File: src/hw/rtl/pcxrle_pkg.sv
package pcxrle_pkg;

    localparam int MAX_WIDTH       = 4096;
    localparam int MAX_HEIGHT      = 4096;
    localparam int PALETTE_ENTRIES = 256;

    localparam int CFG_AW   = 5;
    localparam int CFG_DW   = 32;
    localparam int WIDTH_W  = 13;
    localparam int HEIGHT_W = 13;
    localparam int BPL_W    = 16;
    localparam int LIM_W    = 17;
    localparam int ROW_W    = 12;
    localparam int COL_W    = 12;
    localparam int ROWCNT_W = 13;
    localparam int RUN_W    = 6;
    localparam int PIDX_W   = $clog2(PALETTE_ENTRIES);
    localparam int OUT_DW   = 40;

    localparam logic [7:0]       RUN_FLAG    = 8'hC0;
    localparam logic [7:0]       PAL_MARKER  = 8'd12;
    localparam logic [1:0]       LAST_COMP   = 2'd2;
    localparam logic [PIDX_W-1:0] LAST_PIDX  = PIDX_W'(PALETTE_ENTRIES - 1);

    typedef enum logic [2:0] {
        REG_RGB_MODE     = 3'd0,
        REG_RLE_ENCODED  = 3'd1,
        REG_IMAGE_WIDTH  = 3'd2,
        REG_IMAGE_HEIGHT = 3'd3,
        REG_BYTES_PER_LN = 3'd4
    } reg_idx_t;

    typedef enum logic [1:0] {
        ST_PIXEL      = 2'd0,
        ST_PALETTE    = 2'd1,
        ST_NO_MARKER  = 2'd2,
        ST_COMPLETE   = 2'd3
    } status_t;

    typedef struct packed {
        logic                rgb_mode;
        logic                rle_encoded;
        logic [WIDTH_W-1:0]  image_width;
        logic [HEIGHT_W-1:0] image_height;
        logic [BPL_W-1:0]    line_pitch;
    } cfg_t;

    typedef struct packed {
        logic take;
        logic step;
        logic cmpl;
    } dp_cmd_t;

    typedef struct packed {
        logic out_free;
        logic more;
        logic cmpl;
    } dp_stat_t;

endpackage

File: src/hw/rtl/pcxrle_cfg_regs.sv
module pcxrle_cfg_regs (
    input  logic                             clk,
    input  logic                             rst_n,
    input  logic                             psel,
    input  logic                             penable,
    input  logic                             pwrite,
    input  logic [pcxrle_pkg::CFG_AW-1:0]    paddr,
    input  logic [pcxrle_pkg::CFG_DW-1:0]    pwdata,
    output logic [pcxrle_pkg::CFG_DW-1:0]    prdata,
    output logic                             pready,
    output pcxrle_pkg::cfg_t                 cfg
);
    import pcxrle_pkg::*;

    cfg_t     cfg_reg;
    reg_idx_t idx;
    logic     wr_en;

    assign pready = 1'b1;
    assign idx    = reg_idx_t'(paddr[CFG_AW-1:2]);
    assign wr_en  = psel && penable && pwrite && pready;
    assign cfg    = cfg_reg;

    always_ff @(posedge clk or negedge rst_n)
    begin
        if (!rst_n)
        begin
            cfg_reg.rgb_mode     <= 1'b0;
            cfg_reg.rle_encoded  <= 1'b1;
            cfg_reg.image_width  <= WIDTH_W'(1);
            cfg_reg.image_height <= HEIGHT_W'(1);
            cfg_reg.line_pitch   <= BPL_W'(1);
        end
        else if (wr_en)
        begin
            case (idx)
                REG_RGB_MODE:     cfg_reg.rgb_mode     <= pwdata[0];
                REG_RLE_ENCODED:  cfg_reg.rle_encoded  <= pwdata[0];
                REG_IMAGE_WIDTH:  cfg_reg.image_width  <= pwdata[WIDTH_W-1:0];
                REG_IMAGE_HEIGHT: cfg_reg.image_height <= pwdata[HEIGHT_W-1:0];
                REG_BYTES_PER_LN: cfg_reg.line_pitch   <= pwdata[BPL_W-1:0];
                default:          ;
            endcase
        end
    end

    always_comb
    begin
        case (idx)
            REG_RGB_MODE:     prdata = CFG_DW'(cfg_reg.rgb_mode);
            REG_RLE_ENCODED:  prdata = CFG_DW'(cfg_reg.rle_encoded);
            REG_IMAGE_WIDTH:  prdata = CFG_DW'(cfg_reg.image_width);
            REG_IMAGE_HEIGHT: prdata = CFG_DW'(cfg_reg.image_height);
            REG_BYTES_PER_LN: prdata = CFG_DW'(cfg_reg.line_pitch);
            default:          prdata = '0;
        endcase
    end

endmodule

File: src/hw/rtl/pcxrle_ctrl.sv
module pcxrle_ctrl (
    input  logic                  clk,
    input  logic                  rst_n,
    input  logic                  s_tvalid,
    output logic                  s_tready,
    input  pcxrle_pkg::dp_stat_t  stat,
    output pcxrle_pkg::dp_cmd_t   cmd
);
    import pcxrle_pkg::*;

    typedef enum logic [1:0] {
        S_IDLE,
        S_RUN,
        S_CMPL
    } state_t;

    state_t state_reg;
    state_t state_next;

    assign s_tready = (state_reg == S_IDLE) && stat.out_free;
    assign cmd.take = s_tvalid && s_tready;
    assign cmd.step = (state_reg == S_RUN) && stat.out_free;
    assign cmd.cmpl = (state_reg == S_CMPL) && stat.out_free;

    always_comb
    begin
        state_next = state_reg;
        case (state_reg)
            S_IDLE:
            begin
                if (cmd.take)
                begin
                    if (stat.more)
                        state_next = S_RUN;
                    else if (stat.cmpl)
                        state_next = S_CMPL;
                end
            end
            S_RUN:
            begin
                if (cmd.step && !stat.more)
                    state_next = stat.cmpl ? S_CMPL : S_IDLE;
            end
            S_CMPL:
            begin
                if (cmd.cmpl)
                    state_next = S_IDLE;
            end
            default: state_next = S_IDLE;
        endcase
    end

    always_ff @(posedge clk or negedge rst_n)
    begin
        if (!rst_n)
            state_reg <= S_IDLE;
        else
            state_reg <= state_next;
    end

`ifndef NO_ASSERTIONS
    a_run_needs_step: assert property (@(posedge clk) disable iff (!rst_n)
        (state_reg == S_IDLE && cmd.take && stat.more) |=> (state_reg == S_RUN))
        else $error("run not entered after multi-byte step");
`endif

endmodule

File: src/hw/rtl/pcxrle_datapath.sv
module pcxrle_datapath (
    input  logic                               clk,
    input  logic                               rst_n,
    input  pcxrle_pkg::cfg_t                   cfg,
    input  pcxrle_pkg::dp_cmd_t                cmd,
    output pcxrle_pkg::dp_stat_t               stat,
    input  logic                               begin_image,
    input  logic [7:0]                         data_byte,
    output logic                               out_valid,
    input  logic                               out_ready,
    output pcxrle_pkg::status_t                out_status,
    output logic [7:0]                         out_value,
    output logic [pcxrle_pkg::ROW_W-1:0]       out_row,
    output logic [pcxrle_pkg::COL_W-1:0]       out_column,
    output logic [1:0]                         out_component,
    output logic                               out_last
);
    import pcxrle_pkg::*;

    typedef enum logic [1:0] {
        PH_PIXELS,
        PH_MARKER,
        PH_PALETTE,
        PH_DONE
    } phase_t;

    phase_t              phase_reg, phase_next, cur_phase;
    logic                pend_reg, pend_next, cur_pend;
    logic [RUN_W-1:0]    len_reg, len_next, cur_len;
    logic [BPL_W-1:0]    col_reg, col_next, cur_col;
    logic [1:0]          plane_reg, plane_next, cur_plane;
    logic [ROWCNT_W-1:0] row_reg, row_next, cur_row;
    logic [PIDX_W-1:0]   pidx_reg, pidx_next, cur_pidx;
    logic [1:0]          pcomp_reg, pcomp_next, cur_pcomp;
    logic [RUN_W-1:0]    rem_reg, rem_next;
    logic [7:0]          val_reg, val_next;

    logic                valid_reg;
    status_t             status_reg, status_next;
    logic [7:0]          value_reg, value_next;
    logic [ROW_W-1:0]    orow_reg, orow_next;
    logic [COL_W-1:0]    ocol_reg, ocol_next;
    logic [1:0]          ocomp_reg, ocomp_next;
    logic                last_reg, last_next;
    logic                load;

    logic                clr, is_hdr, do_step, emit_px, wrap, line_end, img_end;
    logic                more, next_emit, cmpl_px, pal_end, last_row;
    logic [LIM_W-1:0]    width_eff, height_eff, bpl_eff, col1, reach;
    logic [ROWCNT_W:0]   row1;
    logic [1:0]          plane1, planes;
    logic [7:0]          it_val;
    logic [RUN_W-1:0]    it_rem, rem_after;

    always_comb
    begin
        width_eff  = (LIM_W'(cfg.image_width) > LIM_W'(MAX_WIDTH)) ?
                     LIM_W'(MAX_WIDTH) : LIM_W'(cfg.image_width);
        height_eff = (cfg.image_height == '0) ? LIM_W'(1) :
                     ((LIM_W'(cfg.image_height) > LIM_W'(MAX_HEIGHT)) ?
                      LIM_W'(MAX_HEIGHT) : LIM_W'(cfg.image_height));
        bpl_eff    = (cfg.line_pitch == '0) ? LIM_W'(1) : LIM_W'(cfg.line_pitch);
        planes     = cfg.rgb_mode ? 2'd3 : 2'd1;

        clr       = cmd.take && begin_image;
        cur_phase = clr ? PH_PIXELS : phase_reg;
        cur_pend  = clr ? 1'b0 : pend_reg;
        cur_len   = clr ? '0 : len_reg;
        cur_col   = clr ? '0 : col_reg;
        cur_plane = clr ? '0 : plane_reg;
        cur_row   = clr ? '0 : row_reg;
        cur_pidx  = clr ? '0 : pidx_reg;
        cur_pcomp = clr ? '0 : pcomp_reg;

        it_val  = cmd.step ? val_reg : data_byte;
        it_rem  = cmd.step ? rem_reg : (cur_pend ? cur_len : RUN_W'(1));
        is_hdr  = !cur_pend && cfg.rle_encoded && ((data_byte & RUN_FLAG) == RUN_FLAG);
        do_step = cmd.step ||
                  (cmd.take && cur_phase == PH_PIXELS && !is_hdr && it_rem != '0);

        emit_px   = LIM_W'(cur_col) < width_eff;
        col1      = LIM_W'(cur_col) + LIM_W'(1);
        wrap      = col1 >= bpl_eff;
        plane1    = cur_plane + 2'd1;
        line_end  = wrap && (plane1 >= planes);
        row1      = (ROWCNT_W+1)'(cur_row) + (ROWCNT_W+1)'(1);
        last_row  = LIM_W'(row1) >= height_eff;
        img_end   = line_end && last_row;
        more      = !line_end && (it_rem > RUN_W'(1));
        rem_after = it_rem - RUN_W'(1);
        // does a later step of this run give a pixel or the completion beat
        reach     = col1 + LIM_W'(rem_after);
        next_emit = more && (wrap || (col1 < width_eff) ||
                    ((plane1 < planes) ? (reach > bpl_eff)
                                       : ((reach >= bpl_eff) && last_row && cfg.rgb_mode)));
        cmpl_px   = img_end && cfg.rgb_mode;
        pal_end   = (cur_pidx == LAST_PIDX) && (cur_pcomp == LAST_COMP);

        phase_next = cur_phase;
        pend_next  = cur_pend;
        len_next   = cur_len;
        col_next   = cur_col;
        plane_next = cur_plane;
        row_next   = cur_row;
        pidx_next  = cur_pidx;
        pcomp_next = cur_pcomp;
        rem_next   = rem_reg;
        val_next   = val_reg;

        load        = 1'b0;
        status_next = ST_PIXEL;
        value_next  = '0;
        orow_next   = '0;
        ocol_next   = '0;
        ocomp_next  = '0;
        last_next   = 1'b1;

        if (cmd.take && cur_phase == PH_PIXELS)
        begin
            if (cur_pend)
                pend_next = 1'b0;
            else if (is_hdr)
            begin
                pend_next = 1'b1;
                len_next  = data_byte[RUN_W-1:0];
            end
        end

        if (do_step)
        begin
            val_next = it_val;
            rem_next = rem_after;
            col_next = wrap ? '0 : col1[BPL_W-1:0];
            if (wrap)
                plane_next = line_end ? 2'd0 : plane1;
            if (line_end)
                row_next = row1[ROWCNT_W-1:0];
            if (img_end)
                phase_next = cfg.rgb_mode ? PH_DONE : PH_MARKER;
            if (emit_px)
            begin
                load        = 1'b1;
                status_next = ST_PIXEL;
                value_next  = it_val;
                orow_next   = cur_row[ROW_W-1:0];
                ocol_next   = cur_col[COL_W-1:0];
                ocomp_next  = cur_plane;
                last_next   = !next_emit && !cmpl_px;
            end
        end

        if (cmd.take && cur_phase == PH_MARKER)
        begin
            if (data_byte == PAL_MARKER)
            begin
                phase_next = PH_PALETTE;
                pidx_next  = '0;
                pcomp_next = '0;
            end
            else
            begin
                phase_next  = PH_DONE;
                load        = 1'b1;
                status_next = ST_NO_MARKER;
            end
        end

        if (cmd.take && cur_phase == PH_PALETTE)
        begin
            load        = 1'b1;
            status_next = ST_PALETTE;
            value_next  = data_byte;
            ocol_next   = COL_W'(cur_pidx);
            ocomp_next  = cur_pcomp;
            last_next   = !pal_end;
            if (cur_pcomp == LAST_COMP)
            begin
                pcomp_next = '0;
                pidx_next  = cur_pidx + PIDX_W'(1);
            end
            else
                pcomp_next = cur_pcomp + 2'd1;
            if (pal_end)
                phase_next = PH_DONE;
        end

        if (cmd.cmpl)
        begin
            load        = 1'b1;
            status_next = ST_COMPLETE;
        end

        stat.out_free = !valid_reg || out_ready;
        stat.more     = do_step && more;
        stat.cmpl     = (do_step && cmpl_px) ||
                        (cmd.take && cur_phase == PH_PALETTE && pal_end);
    end

    always_ff @(posedge clk or negedge rst_n)
    begin
        if (!rst_n)
        begin
            phase_reg <= PH_PIXELS;
            pend_reg  <= 1'b0;
            len_reg   <= '0;
            col_reg   <= '0;
            plane_reg <= '0;
            row_reg   <= '0;
            pidx_reg  <= '0;
            pcomp_reg <= '0;
            rem_reg   <= '0;
            valid_reg <= 1'b0;
        end
        else
        begin
            phase_reg <= phase_next;
            pend_reg  <= pend_next;
            len_reg   <= len_next;
            col_reg   <= col_next;
            plane_reg <= plane_next;
            row_reg   <= row_next;
            pidx_reg  <= pidx_next;
            pcomp_reg <= pcomp_next;
            rem_reg   <= rem_next;
            if (load)
                valid_reg <= 1'b1;
            else if (out_ready)
                valid_reg <= 1'b0;
        end
    end

    always_ff @(posedge clk)
    begin
        val_reg <= val_next;
        if (load)
        begin
            status_reg <= status_next;
            value_reg  <= value_next;
            orow_reg   <= orow_next;
            ocol_reg   <= ocol_next;
            ocomp_reg  <= ocomp_next;
            last_reg   <= last_next;
        end
    end

    assign out_valid     = valid_reg;
    assign out_status    = status_reg;
    assign out_value     = value_reg;
    assign out_row       = orow_reg;
    assign out_column    = ocol_reg;
    assign out_component = ocomp_reg;
    assign out_last      = last_reg;

`ifndef NO_ASSERTIONS
    a_plane_range: assert property (@(posedge clk) disable iff (!rst_n)
        plane_reg != 2'd3)
        else $error("plane counter out of range");

    a_pcomp_range: assert property (@(posedge clk) disable iff (!rst_n)
        pcomp_reg != 2'd3)
        else $error("palette component out of range");

    a_pend_phase: assert property (@(posedge clk) disable iff (!rst_n)
        pend_reg |-> (phase_reg == PH_PIXELS))
        else $error("run pending outside pixel phase");
`endif

endmodule

File: src/hw/rtl/pcx_rle_scanline_decoder_unit.sv
// Channel   Dir  Beat contents
// s_*       in   tuser: begin_image; tdata[7:0]: data_byte
// m_*       out  tuser: status; tdata: value, row, column, component; tlast: last_of_run
// apb       in   five config registers at 4*i, pready always high
//
// Literal byte, run header, marker and palette byte: each is done on its accept.
// A run value byte with count n steps through n positions (fewer when the line ends first),
// s_tready staying low after the accept until the run is done; a zero count steps nothing.
// A trailing completion beat is sent with s_tready low. Dropped bytes of a run still step.
// Any cycle also waits while the output register is full and m_tready is low.
// Asynchronous active-low reset; the config registers take their reset values.
module pcx_rle_scanline_decoder_unit (
    input  logic                             clk,
    input  logic                             rst_n,
    input  logic                             s_tvalid,
    output logic                             s_tready,
    input  logic [7:0]                       s_tdata,   // data_byte
    input  logic                             s_tuser,   // begin_image
    output logic                             m_tvalid,
    input  logic                             m_tready,
    output logic [pcxrle_pkg::OUT_DW-1:0]    m_tdata,   // value, row, column, component
    output logic [1:0]                       m_tuser,   // status
    output logic                             m_tlast,
    input  logic                             psel,
    input  logic                             penable,
    input  logic                             pwrite,
    input  logic [pcxrle_pkg::CFG_AW-1:0]    paddr,
    input  logic [pcxrle_pkg::CFG_DW-1:0]    pwdata,
    output logic [pcxrle_pkg::CFG_DW-1:0]    prdata,
    output logic                             pready
);
    import pcxrle_pkg::*;

    cfg_t             cfg;
    dp_cmd_t          cmd;
    dp_stat_t         stat;
    status_t          out_status;
    logic [7:0]       out_value;
    logic [ROW_W-1:0] out_row;
    logic [COL_W-1:0] out_column;
    logic [1:0]       out_component;

    pcxrle_cfg_regs u_cfg (
        .clk     (clk),
        .rst_n   (rst_n),
        .psel    (psel),
        .penable (penable),
        .pwrite  (pwrite),
        .paddr   (paddr),
        .pwdata  (pwdata),
        .prdata  (prdata),
        .pready  (pready),
        .cfg     (cfg)
    );

    pcxrle_ctrl u_ctrl (
        .clk      (clk),
        .rst_n    (rst_n),
        .s_tvalid (s_tvalid),
        .s_tready (s_tready),
        .stat     (stat),
        .cmd      (cmd)
    );

    pcxrle_datapath u_dp (
        .clk           (clk),
        .rst_n         (rst_n),
        .cfg           (cfg),
        .cmd           (cmd),
        .stat          (stat),
        .begin_image   (s_tuser),
        .data_byte     (s_tdata),
        .out_valid     (m_tvalid),
        .out_ready     (m_tready),
        .out_status    (out_status),
        .out_value     (out_value),
        .out_row       (out_row),
        .out_column    (out_column),
        .out_component (out_component),
        .out_last      (m_tlast)
    );

    assign m_tuser = out_status;
    assign m_tdata = {(OUT_DW - 8 - ROW_W - COL_W - 2)'(0),
                      out_component, out_column, out_row, out_value};

endmodule

File: config.mk
export PLATFORM = sky130hd
export DESIGN_NAME = pcx_rle_scanline_decoder_unit
export DESIGN_NICKNAME = d
export VERILOG_FILES = /design/src/hw/rtl/pcxrle_pkg.sv /design/src/hw/rtl/pcxrle_cfg_regs.sv /design/src/hw/rtl/pcxrle_ctrl.sv /design/src/hw/rtl/pcxrle_datapath.sv /design/src/hw/rtl/pcx_rle_scanline_decoder_unit.sv
export SDC_FILE = /design/constraint.sdc
export NUM_CORES = 1
export LEC_CHECK = 0
export BUFFER_PORTS_ARGS = -buffer_cell sky130_fd_sc_hd__buf_2
export CORE_UTILIZATION = 40
export CTS_CLUSTER_DIAMETER = 60
export CTS_CLUSTER_SIZE = 20
export DETAILED_ROUTE_END_ITERATION = 12
export GPL_ROUTABILITY_DRIVEN = 0
export PLACE_DENSITY = 0.56
export REMOVE_ABC_BUFFERS = 1
export SLEW_MARGIN = 20
export SYNTH_ARGS = -nofsm -noshare
export SYNTH_HDL_FRONTEND = slang
export SYNTH_SLANG_ARGS = --single-unit
File: constraint.sdc
create_clock -name clk -period 6.62 [get_ports clk]
set_input_delay 1.324 -clock clk [delete_from_list [all_inputs] [get_ports clk]]
set_output_delay 1.324 -clock clk [all_outputs]
set_load 0.01 [all_outputs]
==> results of run 1 <==
[area by class of cell]
class / instances / area [um2] / share of cell area [%]
well taps: 319 / 399 / 3.60
multi-input cells: 779 / 5350 / 48.3
clock buffers: 25 / 539 / 4.87
flip-flops and latches: 148 / 3930 / 35.5
repair buffers: 114 / 636 / 5.74
inverters: 45 / 169 / 1.53
clock inverters: 7 / 53.8 / 0.486
[metrics by stage]
stage          instance area [um2]  instances  total power, W  hold slack (ns)
3_5_place_dp                 10500       1405         0.00221            0.457
2_1_floorplan                 9420        972         0.00182            0.438
4_1_cts                      11100       1437         0.00321            0.498
6_report                     11100       1437         0.00318            0.485
3_3_place_gp                 10500       1405         0.00220            0.452
5_1_grt                      11100       1437         0.00338            0.527
[metal layers]
layer	vias to the layer above	wire, um	track usage (%)
met5	-	0	0
met4	0	347	5.50
met3	21	1310	4.22
met2	204	11800	34.4
met1	3753	12800	31.7
li1	3803	-	-
[worst max-delay path, cell delays in order]
cell and delay (ns):
buf_2 0.09, nor2b_1 0.06, or3_1 0.46, nand2_1 0.20, inv_1 0.09, ha_1 0.22, nand3_1 0.09, xor2_1 0.08
nor2_1 0.39, ha_1 0.34, a21oi_1 0.25, o31ai_4 0.13, a21oi_2 0.38, nor3b_1 0.11, xor2_1 0.16, ha_1 0.30
and4_1 0.23, nand4_1 0.17, nor4_1 0.45, mux2i_1 0.24, a22oi_1 0.09, o211a_1 0.32, nor2b_1 0.16
[cells by family (layout without fill, tap and decap cells)]
| group | count (synthesis) | count (layout) | share of synthesized area (%) |
|---|---|---|---|
| AO/OA/AOI/OAI | 202 | 202 | 13.9 |
| XOR/XNOR | 54 | 54 | 5.10 |
| adder cells (fa/ha/maj) | 82 | 82 | 10.7 |
| buffers and inverters | 111 | 191 | 5.35 |
| flip-flops | 148 | 148 | 40.6 |
| multiplexers | 52 | 52 | 5.82 |
| other | 2 | 23 | 0.0775 |
| AND/OR/NAND/NOR | 366 | 366 | 18.5 |
[Yosys cell counts (all sizes together), types with 11 or more instances]
cell type / number
a21oi: 35
nor4: 11
nand3: 41
nand4: 16
o22ai: 16
xnor2: 32
nor3: 23
mux2: 35
nor2: 61
o21ai: 62
clkbuf: 28
buf: 38
ha: 81
and3: 18
dfrtp: 99
edfxtp: 45
xor2: 21
a22o: 19
or3: 12
nand2: 134
a21o: 13
inv: 43
and2: 16
mux2i: 17
[path summary, 6_finish.rpt]
| check | slack [ns] | cells after the start | end |
|---|---|---|---|
| max | 0.55 | 23 | u_dp.out_last |
| min | 0.48 | 2 | u_dp.rem_reg[5] |
| max reg2reg | 0.85 | 22 | u_dp.out_last |
| min reg2reg | 0.48 | 2 | u_dp.rem_reg[5] |
| max in group asynchronous | 4.47 | 2 | u_cfg.cfg[29] |
| min in group asynchronous | 1.03 | 1 | u_cfg.cfg[39] |
[power breakdown]
part	total [W]	internal, W	switching, W
Clock	0.000982	0.000572	0.000410
Combinational	0.000953	0.000347	0.000606
Sequential	0.00125	0.00114	0.000105
Total	0.00318	0.00206	0.00112
==> qor.txt, run 1 <==
setup tns final - 0 ns
count of maximum capacitance violations - 0
first-pass GRT wire length - 41,600 um
Slew headroom - 39.8%
outcome - complete, no violations
Top FF cell, synth - dfrtp_1
H-tree Lvls - 4
Initial Utilization - 41.0%
clock skew - 0.0104 ns
initial antenna violation count - 0
Tot GR Track Use - 22.2%
CTS tree - yes
clk buf depth - 2
register area share after synthesis - 40.6%
pin count of the biggest net entering global routing - 66
CP Capture Type - flop
Max Slew Vio Count - 0
Synth area leader - dfrtp_1
Mapped Area - 9690 um2
power per standard cell area - 287 nW/um2
Worst Path Arrival - 6.33 ns
Leak - 5.19 nW
most common cell after layout, fill and taps aside - nand2_1
crit path kind - in -> reg
Port Buf Inserts - 89
Period minus WS final - 6.07 ns
I/O pin cnt - 131
flops & latches, synth - 148
die width - 158 um
vias per cell - 5.41
Routed Antenna Nets - 0
hold_buf cts - 0
yosys synthesis warning count - 0
# resized after CTS - 0
# DRC - 0
Worst-Margin Slew - 0.903 ns
clk sinks - 148
DP Wirelength - 19,600 um
Root Buffer - clkbuf_16
VDD IR-drop max - 0.000145 V
vias in the first global route - 7,330
Vias - 7,781
hold crit path type - reg -> reg
RSZ-0062 raised after global routing - no
Max FO, Critical Path - 5
Data required, critical path - 6.88 ns
Post-Route WL - 26,200 um
Reg clk slew, reported paths - 0.06 ns
Cell variety after synth - 74
crit start category - primary input
CP startpoint - m_tready
Die H - 158 um
initial DRC count - 549
ys async rst share - 69.6%
full die area - 24,900 um2
Final setup viols - 0
max FFs per register - 44
Peak Freq - 0.165 GHz
n_diodes - 0
core area - 23,600 um2
commonest cells after routing, fill and taps aside - nand2_1, dfrtp_1, buf_2
period utilization - 91.7%
Synth top area share - 25.6%
Syn Inst Count - 1,017
Syn Area/Cell - 9.53 um2
wire length per cell - 18.3 um
synth top area cells - dfrtp_1, edfxtp_1, ha_1, nand2_1, mux2_2
nets - 1,240
Num CTS Buffers - 17
HP Start - u_dp.rem_reg[5]
Setup Fix Bufs, Post-CTS - 0
Final Hold Viols - 0
final design utilization - 46.9%
share of cells above drive strength 1 - 18.1%
Final Worst Setup Slack - 0.549 ns
Post-synth EDFFs - 45
Skew-Pair Late Insertion Delay - 0.43 ns
fill count - 2,308
P&R area growth vs syn - 14.3%
Place WS - 0.208 ns
R2R Path Start - u_ctrl.state_reg[0]
GRT overflow - 0
Pre-antenna DRT Iters - 5
# rows - 56
Power figures use the tool's default switching activity.
==> run 2, diff against run 1 <==
--- a/config.mk
+++ b/config.mk
@@ -6,11 +6,13 @@
 export NUM_CORES = 1
 export LEC_CHECK = 0
 export BUFFER_PORTS_ARGS = -buffer_cell sky130_fd_sc_hd__buf_2
+export CORE_MARGIN = 5
 export CORE_UTILIZATION = 40
 export CTS_CLUSTER_DIAMETER = 60
 export CTS_CLUSTER_SIZE = 20
 export DETAILED_ROUTE_END_ITERATION = 12
 export GPL_ROUTABILITY_DRIVEN = 0
+export HOLD_SLACK_MARGIN = 0.06
 export PLACE_DENSITY = 0.56
 export REMOVE_ABC_BUFFERS = 1
 export SLEW_MARGIN = 20
==> qor.txt, run 2 (synthesized netlist as in run 1, its figures left out) <==
Pre-antenna DRT Iters - 4 (-1)
nets - 1,238 (-0.16%)
Root Buffer - clkbuf_16
Peak Freq - 0.164 GHz (-0.31%)
vias in the first global route - 7,289 (-0.56%)
Final setup viols - 0 (unchanged)
# DRC - 0 (unchanged)
Routed Antenna Nets - 0 (unchanged)
Reg area - 3930 um2 (unchanged)
Port Buf Inserts - 89 (unchanged)
RSZ-0062 raised after global routing - no
Skew-Pair Late Insertion Delay - 0.43 ns (about the same)
CTS tree - yes
vias per cell - 5.36 (-0.97%)
sequential power share - 39.8% (+0.6 points)
Initial Utilization - 40.2% (-0.84 points)
share of cells above drive strength 1 - 18.1% (+0.032 points)
combinational power share - 30.5% (+0.5 points)
hold_buf cts - 0 (unchanged)
# resized after CTS - 0 (unchanged)
WP buf/inv - 2 (unchanged)
area of the multi-input gates - 5350 um2 (+0.14%)
switching share of total power - 35.8% (+0.53 points)
clk buf depth - 2 (unchanged)
Max Slew Vio Count - 0 (unchanged)
full die area - 27,400 um2 (+10%)
max FFs per register - 44 (unchanged)
wire length per cell - 18.4 um (+0.73%)
Vias - 7,722 (-0.76%)
Data required, critical path - 6.88 ns (about the same)
crit-path cells - buf_2 -> nand2_1 -> or3_1 -> nand2_1 -> inv_1 -> ha_1 -> nand3_1 -> xor2_1 -> nor2_1 -> ha_1 -> a21oi_1 -> o31ai_4 -> a21oi_2 -> nor3b_1 -> xor2_1 -> ha_1 -> and4_1 -> nand4_1 -> nor4_1 -> mux2i_1 -> a22oi_1 -> o211a_1 -> nor2b_1
Place WS - 0.139 ns (-0.0690 ns)
setup tns final - 0 ns (unchanged)
Final Worst Setup Slack - 0.530 ns (-0.0189 ns)
GRT overflow - 0 (unchanged)
n_diodes - 0 (unchanged)
Slowest-stage cell, CP - or3_1
first-pass GRT wire length - 41,900 um (+0.86%)
hold crit path type - reg -> reg
clock skew - 0.0135 ns (+0.00317 ns)
Reg clk slew, reported paths - 0.06 ns (about the same)
Setup Fix Bufs, Post-CTS - 0 (unchanged)
initial DRC count - 517 (-5.8%)
I/O pin cnt - 131 (unchanged)
crit path kind - in -> reg
Leak - 5.15 nW (-0.67%)
H-tree Lvls - 4 (unchanged)
net switching power - 0.00112 W (-0.21%)
Die H - 166 um (+5.1%)
period utilization - 92.0% (+0.29 points)
Num CTS Buffers - 17 (unchanged)
CP most frequent cell - ha_1
clock power share - 29.7% (-1.2 points)
Worst Path Arrival - 6.35 ns (+0.02 ns)
crit start category - primary input
Slew headroom - 44.9% (+5.1 points)
Post-Route WL - 26,500 um (+0.94%)
most common cell after layout, fill and taps aside - nand2_1
Tot GR Track Use - 19.0% (-3.2 points)
Final Hold Viols - 0 (unchanged)
outcome - complete, no violations
Period minus WS final - 6.09 ns (+0.0189 ns)
fill count - 2,413 (+4.5%)
power per standard cell area - 283 nW/um2 (-1.4%)
Worst-Margin Slew - 0.825 ns (-0.0782 ns)
CP top delay family - simple AND/OR/NAND/NOR gates
initial antenna violation count - 0 (unchanged)
Max FO, Critical Path - 5 (unchanged)
clk sinks - 148 (unchanged)
DP Wirelength - 20,100 um (+2.5%)
VDD IR-drop max - 0.000186 V (+28%)
pin count of the biggest net entering global routing - 59 (-11%)
P_int - 0.00201 W (-2.5%)
core area - 24,100 um2 (+2.1%)
worst reg2reg setup slack - 0.95 ns (+0.10 ns)
CP Capture Type - flop
# rows - 57 (+1.8%)
Largest stage delay, worst path - 0.46 ns (about the same)
commonest cells after routing, fill and taps aside - nand2_1, dfrtp_1, buf_2
die width - 166 um (+5.1%)
P&R area growth vs syn - 13.9%
count of maximum capacitance violations - 0 (unchanged)
## run 2: changes by cell type in the layout (fill, tap and decap cells not counted), sizes merged
cell      previous run  this run
clkinvlp             1         3
buf                114       112
inv                 47        45
clkinv               4         7
clkbuf              25        22
## run 2: path summary, 6_finish.rpt
| kind | depth (start not counted) | startpoint | to |
|---|---|---|---|
| min in group asynchronous | 1 | rst_n | u_cfg.cfg[25] |
| max in group asynchronous | 2 | rst_n | u_dp.col_reg[5] |
| setup reg to reg | 22 | u_ctrl.state_reg[0] | u_dp.out_last |
| hold / removal | 2 | u_dp.rem_reg[5] | u_dp.rem_reg[5] |
| hold reg to reg | 2 | u_dp.rem_reg[5] | u_dp.rem_reg[5] |
| setup / recovery | 23 | s_tuser | u_dp.out_last |
## run 2: final cells by class
| type | count | area share, % |
|---|---|---|
| well taps | 324 | 3.67 |
| clock inverters | 10 | 0.657 |
| flip-flops and latches | 148 | 35.6 |
| inverters | 45 | 1.53 |
| multi-input cells | 779 | 48.5 |
| clock buffers | 22 | 4.40 |
| repair buffers | 112 | 5.62 |
## run 2: stage by stage
step	util (%)	hold slack, ns	std cells	power [W]	cell area [um2]
2_1_floorplan	-	0.438	972	0.00182	9420
3_3_place_gp	43.5	0.458	1408	0.00220	10500
4_1_cts	45.8	0.474	1440	0.00315	11000
5_1_grt	45.8	0.493	1440	0.00331	11000
3_5_place_dp	43.5	0.460	1408	0.00221	10500
6_report	45.8	0.472	1440	0.00313	11000
## run 2: power groups by stage
stage	clock, W	sequential, W	combinational, W
2_1_floorplan	0	0.00127	0.000553
3_3_place_gp	0	0.00126	0.000942
3_5_place_dp	0	0.00126	0.000952
4_1_cts	0.000947	0.00124	0.000960
5_1_grt	0.000985	0.00126	0.00106
6_report	0.000929	0.00125	0.000953
## run 2: routing by layer
metal  vias up  GRT usage (%)  wire (um)
met5         -              0          0
met4         0           3.73        196
met3        15           3.29       1210
met2       171           29.7      12000
met1      3730           28.1      13000
li1       3806              -          -
## run 2: worst reg2reg max path, stage by stage (launching register included)
cell and delay [ns]:
dfrtp_1 0.42, or2_1 0.33, or3_1 0.49, nand2_1 0.21
inv_1 0.10, ha_1 0.23, nand3_1 0.10, xor2_1 0.08
nor2_1 0.39, ha_1 0.34, a21oi_1 0.25, o31ai_4 0.12
a21oi_2 0.25, nor3b_1 0.10, xor2_1 0.16, ha_1 0.31
and4_1 0.22, nand4_1 0.16, nor4_1 0.45, mux2i_1 0.24
a22oi_1 0.09, o211a_1 0.31, nor2b_1 0.16
